### config.mk
export PLATFORM = sky130hd
export DESIGN_NAME = stwq_ram
export DESIGN_NICKNAME = d
export VERILOG_FILES = /design/src/hdl/semaphore_table_wait_queue_assert.svh /design/src/hdl/stwq_ram.sv
export SDC_FILE = /design/constraint.sdc
export NUM_CORES = 1
export LEC_CHECK = 0
export BUFFER_PORTS_ARGS = -buffer_cell sky130_fd_sc_hd__buf_2
export CAP_MARGIN = 20
export CORE_UTILIZATION = 30
export DETAILED_ROUTE_END_ITERATION = 8
export PLACE_DENSITY = 0.5
export SETUP_SLACK_MARGIN = 0.02
export SLEW_MARGIN = 10
export SYNTH_ARGS = -nofsm -noshare
export SYNTH_HDL_FRONTEND = slang
export SYNTH_SLANG_ARGS = --single-unit
### constraint.sdc
create_clock -name clk -period 1.55 [get_ports clk]
set_input_delay 0.155 -clock clk [delete_from_list [all_inputs] [get_ports clk]]
set_output_delay 0.155 -clock clk [all_outputs]
set_load 0.05 [all_outputs]
### src/hdl/semaphore_table_wait_queue_assert.svh
// Assertion helpers shared by the semaphore table RTL.
// Both expect a signal named clk, and STWQ_ASSERT also one named rst_n, in the scope where they are used.
`ifndef SEMAPHORE_TABLE_WAIT_QUEUE_ASSERT_SVH
`define SEMAPHORE_TABLE_WAIT_QUEUE_ASSERT_SVH

// Checked only while reset is released.
`define STWQ_ASSERT(lbl, prop, msg) \
    lbl: assert property (@(posedge clk) disable iff (!rst_n) prop) else $error(msg);

// Checked at every rising clock edge, reset included.
`define STWQ_ASSERT_ALWAYS(lbl, prop, msg) \
    lbl: assert property (@(posedge clk) prop) else $error(msg);

`endif

### src/hdl/stwq_ram.sv
`default_nettype none

// Simple dual-port RAM: one write port, one read port with registered data.
module stwq_ram #(
    parameter int WIDTH = 8,
    parameter int DEPTH = 16
) (
    input  wire logic                                   clk,
    input  wire logic                                   we,
    input  wire logic [((DEPTH > 1) ? $clog2(DEPTH) : 1)-1:0] waddr,
    input  wire logic [WIDTH-1:0]                       wdata,
    input  wire logic                                   re,
    input  wire logic [((DEPTH > 1) ? $clog2(DEPTH) : 1)-1:0] raddr,
    output logic      [WIDTH-1:0]                       rdata
);

    logic [WIDTH-1:0] mem [DEPTH];

    always_ff @(posedge clk)
    begin
        if (we)
        begin
            mem[waddr] <= wdata;
        end
        if (re)
        begin
            rdata <= mem[raddr];
        end
    end

endmodule

`default_nettype wire

Word level (Yosys, flattened, before mapping)
Memories as Yosys holds them, arrays and structs flattened. A register that Yosys moved wholly into a read port is not among the register bits.
Index checks and enable logic that the tools add are counted.
- $add $sub $neg: 0
- multipliers: 0
- divide/modulo/power cells: 0
- $lt $le $gt $ge: 0
- equality and inequality tests: 0
- shift-type cells: 0
- muxes and demuxes: 2
- bitwise operators: 0
- reductions and logical operators: 0
- operator list (cell ; number):
    2-to-1 mux 1 bit ; 2
- register bits: 0
- latch bits: 0
- memory bits (writable): 128
- bits in read-only memories: 0
- output and inout port bits: 8
- word-level logic and storage cells: 3
- memories: 1
- memory list (name ; depth ; bits a word ; rd ports ; clocked after memory_dff ; write ports ; RTL line ; source):
    mem ; 16 ; 8 ; 1 ; 1 ; 1 ; stwq_ram.sv:17 ; logic [WIDTH-1:0] mem [DEPTH];

Logic depth before layout (Yosys ltp)
Gate-level depths: netlist of the first run.
- depth in word-level cells: 2
- depth in mapped cells: 5
- mapped depth without buffers: 3

Worst setup path after synthesis of the first run
Ideal clock, no wire load.
- path kind: input to register
- from: input port waddr[2] (netlist bit)
- to: memory mem[0][0] (enable)
- library setup time: 0.383 ns
- arrival: 1.265 ns
- data required time: 1.167 ns
- path slack: -0.098 ns
- stages on the path: 2
- buffers on the path: 0
- path through: or3b_2 -> nor3_1
- RTL lines (element ; RTL line ; source):
    start: declaration ; stwq_ram.sv:10 ; input wire logic [((DEPTH > 1) ? $clog2(DEPTH) : 1)-1:0] waddr,
    end: declaration ; stwq_ram.sv:17 ;
No word-level cell before the write port.

==> impl_metrics.json, run 1 <==
{
  "status": "completed",
  "nNetsFinal": 314,
  "synth_area_um2": 5230,
  "die_h_um": 134,
  "cp.depth": 3,
  "holdCritPathClass": "in -> reg",
  "dr.pass1.iters": 4,
  "cts_tree": "done",
  "stdcell_area_um2": 6370,
  "fillCellCount": 1567,
  "drive_above_1_share_pct": 34.6,
  "drv_slew": 0,
  "min_path_cells": 1,
  "yosysSeqAreaShare_pct": 78.1,
  "p_leak_nw": 2.15,
  "antenna_found_initial": 0,
  "min_period_ns": 1.47,
  "final-setup-viol-count": 0,
  "cp_slowest_cell": "mux4_1",
  "rr_worst_depth": 3,
  "die_w_um": 134,
  "h-tree-depth": 4,
  "cp-start-kind": "flop",
  "max_freq_ghz": 0.680,
  "worstSetupPathType": "reg -> reg",
  "synth_top_area_share_pct": 78.1,
  "track_usage_pct": 12.7,
  "crit_family": "multiplexers",
  "critPathCaptureType": "flop",
  "cts.sinks": 136,
  "utilization_pct": 37.9,
  "yosys_warnings": 0,
  "final_antenna_net_count": 0,
  "max-slew-margin-rel_pct": 48.0,
  "synth_common_cells": "edfxtp_1 (136), mux4_2 (18), a22oi_1 (16)",
  "cp.arrival_ns": 1.62,
  "synthCells": 229,
  "clock_skew_ns": 0.00475,
  "path_buf_inv": 0,
  "grt_pass1_vias": 2500,
  "timing_hold_violations_final": 0,
  "clk_pin_slew_ns": 0.06,
  "detailroute.wirelength.met3_um": 504,
  "dieArea_um2": 18000,
  "dpl_cell_area_um2": 5820,
  "yosysMostFrequentCell": "edfxtp_1",
  "ys.flop_type": "edfxtp_1",
  "syn_nets": 248,
  "layout-area-overhead-vs-synth_pct": 21.9,
  "drt-initial-drc-count": 229,
  "max_stage_delay_ns": 0.56,
  "drv_cap": 0,
  "coreArea_um2": 16800,
  "crit_required_ns": 1.70,
  "gp_congestion": 0.717,
  "syn-mean-instance-area_um2": 22.8,
  "io_pins": 27,
  "ys_types": 18,
  "period_share_pct": 94.9,
  "finalSetupTns_ns": 0,
  "drcViolationCount": 0,
  "met2_wirelength_mm": 5.05,
  "clk_latency_ns": 0.41,
  "cp_max_fo": 1,
  "wl_per_cell_um": 19.9,
  "numCtsBuffers": 17,
  "place_hpwl_mm": 7.31,
  "grt_start_max_net_pins": 18,
  "cts_buffer_depth": 2,
  "io_buffers": 26,
  "dr.max_layer_used": "met4",
  "n_antenna_cell": 0,
  "fin_cells": 526,
  "ir_drop_v": 0.000783,
  "grt_pass1_wl_mm": 15.6,
  "rsz0062_at_grt": "false",
  "yosys-top-cells-area": "edfxtp_1 (78%), mux4_2 (7.8%), mux4_1 (7.0%), a22oi_1 (2.3%), nor2_1 (0.93%)",
  "rows": 47,
  "vias": 2441,
  "powerDensity_nw_per_um2": 1310,
  "cts_root_buf": "clkbuf_16",
  "wl_met1_mm": 4.69,
  "initial_core_util_pct": 31.1,
  "p_total_mw": 8.32,
  "dp_cells": 496,
  "yosysTopAreaCell": "edfxtp_1",
  "viasPerCell": 4.64,
  "synth_edf_count": 136,
  "grt_overflow_total": 0,
  "crit_chain": "mux4_1, a22oi_2, nand2_1",
  "worstMarginPinSlew_ns": 0.778,
  "wl_mm": 10.4,
  "ys_ff_latch": 136,
  "synthArstFlopShare_pct": 0
}
[area by class of cell]
cell class	count	area [µm²]	share of cell area [%]
flip-flops and latches	136	4080	64.1
multi-input cells	83	1070	16.8
clock buffers	18	429	6.73
repair buffers	57	400	6.28
well taps	220	275	4.32
clock inverters	12	111	1.75
[routing by layer]
| layer | vias to the layer above | track usage (%) |
|---|---|---|
| met3 | 15 | 3.59 |
| met4 | 0 | 5.87 |
| met1 | 1245 | 16.4 |
| met5 | - | 0 |
| li1 | 1113 | - |
| met2 | 68 | 19.8 |
[final timing paths]
check | start | end | slack (ns)
max | mem[5][3] | rdata[3] | 0.08
min | re | rdata[5] | 0.12
max reg2reg | mem[5][3] | rdata[3] | 0.08
min reg2reg | mem[15][6] | rdata[6] | 0.74
[logic make-up after synthesis]
group           Yosys count  synth area share [%]
flops                   136                  78.1
compound gates           16                  2.30
buf+inv                  10                  1.65
mux                      32                  14.8
simple gates             35                  3.14
[flip-flops by register name (all words and copies together), names as in the netlist]
signal  count
mem       128
rdata       8
[metrics by stage]
| stage | hold slack [ns] | setup slack [ns] |
|---|---|---|
| 2_1_floorplan | 0.254 | 0.113 |
| 3_3_place_gp | 0.554 | -0.215 |
| 3_5_place_dp | 0.554 | -0.211 |
| 4_1_cts | 0.116 | 0.0432 |
| 5_1_grt | 0.124 | 0.0285 |
| 6_report | 0.124 | 0.0797 |
[what timing repair did]
action,in CTS,in global routing
hold buffers,0,0
buffers inserted,0,0
pin swaps,0,1
gates resized for setup,1,3
hold endpoints to repair,0,0
setup endpoints to repair,1,3
[where the power goes]
group,internal [mW],switching [mW],total (mW)
Sequential,4.15,0.0213,4.17
Clock,2.31,1.37,3.68
Combinational,0.181,0.288,0.469
Total,6.64,1.68,8.32
[cell usage in the layout, fill, tap and decap left out]
cell type and n:
clkbuf_16 17, buf_12 3, clkinv_4 1, a22oi_2 3, clkinv_2 4, buf_2 26
clkinv_1 4, or3b_2 1, nor2_1 13, clkbuf_1 1, nor2b_1 1, mux4_1 13
nor3_2 1, a22oi_1 13, clkinvlp_4 1, mux4_2 19, nor3_1 3, nand3_1 1
nand2b_1 2, and2_1 1, bufinv_16 2, and2b_1 1, nand3b_1 2, nand2_1 9
edfxtp_1 136, buf_4 28
(Power assumes the default switching activity.)
==> run 2: changes to the inputs <==
Settings changed: PLACE_DENSITY 0.5 to 0.49.
Clock period 1.55 ns to 1.72 ns, I/O delays scaled along.
==> run 2 against run 1 <==
  * Clock-buffer cell count unchanged
  * Die area unchanged
  * Hold slack better by 0.0028 ns
  * Largest power group unchanged
==> impl_metrics.json, run 2 (synthesized netlist as in run 1, its figures left out) <==
{
  "status": "completed",
  "vias": 2501,
  "p_int_mw": 6.28,
  "final_antenna_net_count": 0,
  "antenna_found_initial": 0,
  "gp_congestion": 0.714,
  "final_cell_mix": "edfxtp_1 (136), buf_2 (26), buf_4 (21)",
  "largest-register": "mem",
  "viasPerCell": 4.81,
  "min_period_ns": 1.48,
  "grt_start_max_net_pins": 18,
  "grt_overflow_total": 0,
  "ir_drop_v": 0.000678,
  "die_h_um": 134,
  "switching_share_pct": 19.5,
  "finalSetupTns_ns": 0,
  "timing_hold_violations_final": 0,
  "dieArea_um2": 18000,
  "cp_slowest_cell": "mux4_1",
  "seq_power_share_pct": 48.2,
  "final-setup-viol-count": 0,
  "initial_core_util_pct": 31.1,
  "period_share_pct": 86.3,
  "worstSetupPathType": "reg -> reg",
  "layout-area-overhead-vs-synth_pct": 21.9,
  "cp_max_fo": 1,
  "wl_per_cell_um": 20.7,
  "drt-initial-drc-count": 179,
  "fin_hold_ws_ns": 0.127,
  "place_hpwl_mm": 6.98,
  "crit_required_ns": 1.88,
  "holdCritPathClass": "in -> reg",
  "fin_ws_ns": 0.236,
  "comb_power_share_pct": 5.4,
  "max_freq_ghz": 0.674,
  "cts_buffer_depth": 2,
  "clock_skew_ns": 0.00549,
  "cts_tree": "done",
  "dr.pass1.iters": 4,
  "nNetsFinal": 308,
  "switching_power_mw": 1.52,
  "largest_register_ffs": 128,
  "drv_cap": 0,
  "cp.arrival_ns": 1.64,
  "grt_pass1_vias": 2691,
  "h-tree-depth": 4,
  "max_stage_delay_ns": 0.49,
  "wl_mm": 10.8,
  "rows": 47,
  "clk_latency_ns": 0.41,
  "grt_pass1_wl_mm": 16.4,
  "cts.sinks": 136,
  "drive_above_1_share_pct": 31.7,
  "rsz0062_at_grt": "false",
  "powerDensity_nw_per_um2": 1220,
  "clk_pin_slew_ns": 0.06,
  "pwr-share-clk_pct": 46.5,
  "cp-start-kind": "flop",
  "p_leak_nw": 2.15,
  "crit_chain": "mux4_1, a22oi_1, nand2_1",
  "io_buffers": 26,
  "io_pins": 27,
  "final_common_cell": "edfxtp_1",
  "cts_root_buf": "clkbuf_16",
  "n_antenna_cell": 0,
  "numCtsBuffers": 17,
  "track_usage_pct": 13.2,
  "postCtsSetupBuffers": 0,
  "max-slew-margin-rel_pct": 56.3,
  "coreArea_um2": 16800,
  "fin_cells": 520,
  "worstMarginPinSlew_ns": 0.653,
  "die_w_um": 134,
  "critPathCaptureType": "flop",
  "holdBufCountCts": 0,
  "dp_cells": 490,
  "place_ws_ns": -0.0557,
  "top_regs": "mem x128, rdata x8",
  "cts_resized": 0,
  "drcViolationCount": 0,
  "drv_slew": 0
}
[run 2: power groups by stage]
stage / registers (mW) / logic (mW) / clock network, mW
CTS: 3.76 / 0.428 / 3.69
detailed placement: 3.82 / 0.427 / 0
global placement: 3.82 / 0.425 / 0
global route: 3.76 / 0.450 / 3.84
floorplan: 3.87 / 0.188 / 0
finish: 3.75 / 0.418 / 3.62
[run 2: through the flow]
step / util (%) / area (µm²) / power [mW]
floorplan: - / 5230 / 4.06
global placement: 34.4 / 5780 / 4.25
detailed placement: 34.4 / 5780 / 4.25
CTS: 37.9 / 6370 / 7.87
global route: 37.9 / 6370 / 8.05
finish: 37.9 / 6370 / 7.80
[run 2: cell type report]
class,instances,area (µm²)
Sequential cell,136,4080
Tap cell,220,275
Timing Repair Buffer,51,368
Clock buffer,18,429
Clock inverter,12,159
Multi-Input combinational cell,83,1060
Fill cell,1572,10400
[run 2: critical path, delay by kind of cell (launching register included)]
kind	cells	cell delay, ns
AO/OA/AOI/OAI	1	0.28
multiplexers	1	0.49
flip-flops	1	0.37
AND/OR/NAND/NOR	1	0.09
[run 2: path summary, 6_finish.rpt]
check | startpoint | to | slack (ns) | depth (start not counted)
max | mem[2][1] | rdata[1] | 0.24 | 3
min | re | rdata[3] | 0.13 | 1
max reg2reg | mem[2][1] | rdata[1] | 0.24 | 3
min reg2reg | mem[15][2] | rdata[2] | 0.74 | 3
[run 2: routing by layer]
layer | vias to the layer above | wire length, µm | part of all wire (%) | track usage (%)
met4 | 0 | 116 | 1.1 | 5.11
met3 | 11 | 417 | 3.9 | 3.97
li1 | 1100 | - | - | -
met1 | 1338 | 5190 | 48 | 17.7
met5 | - | 0 | 0 | 0
met2 | 52 | 5070 | 47 | 20.0
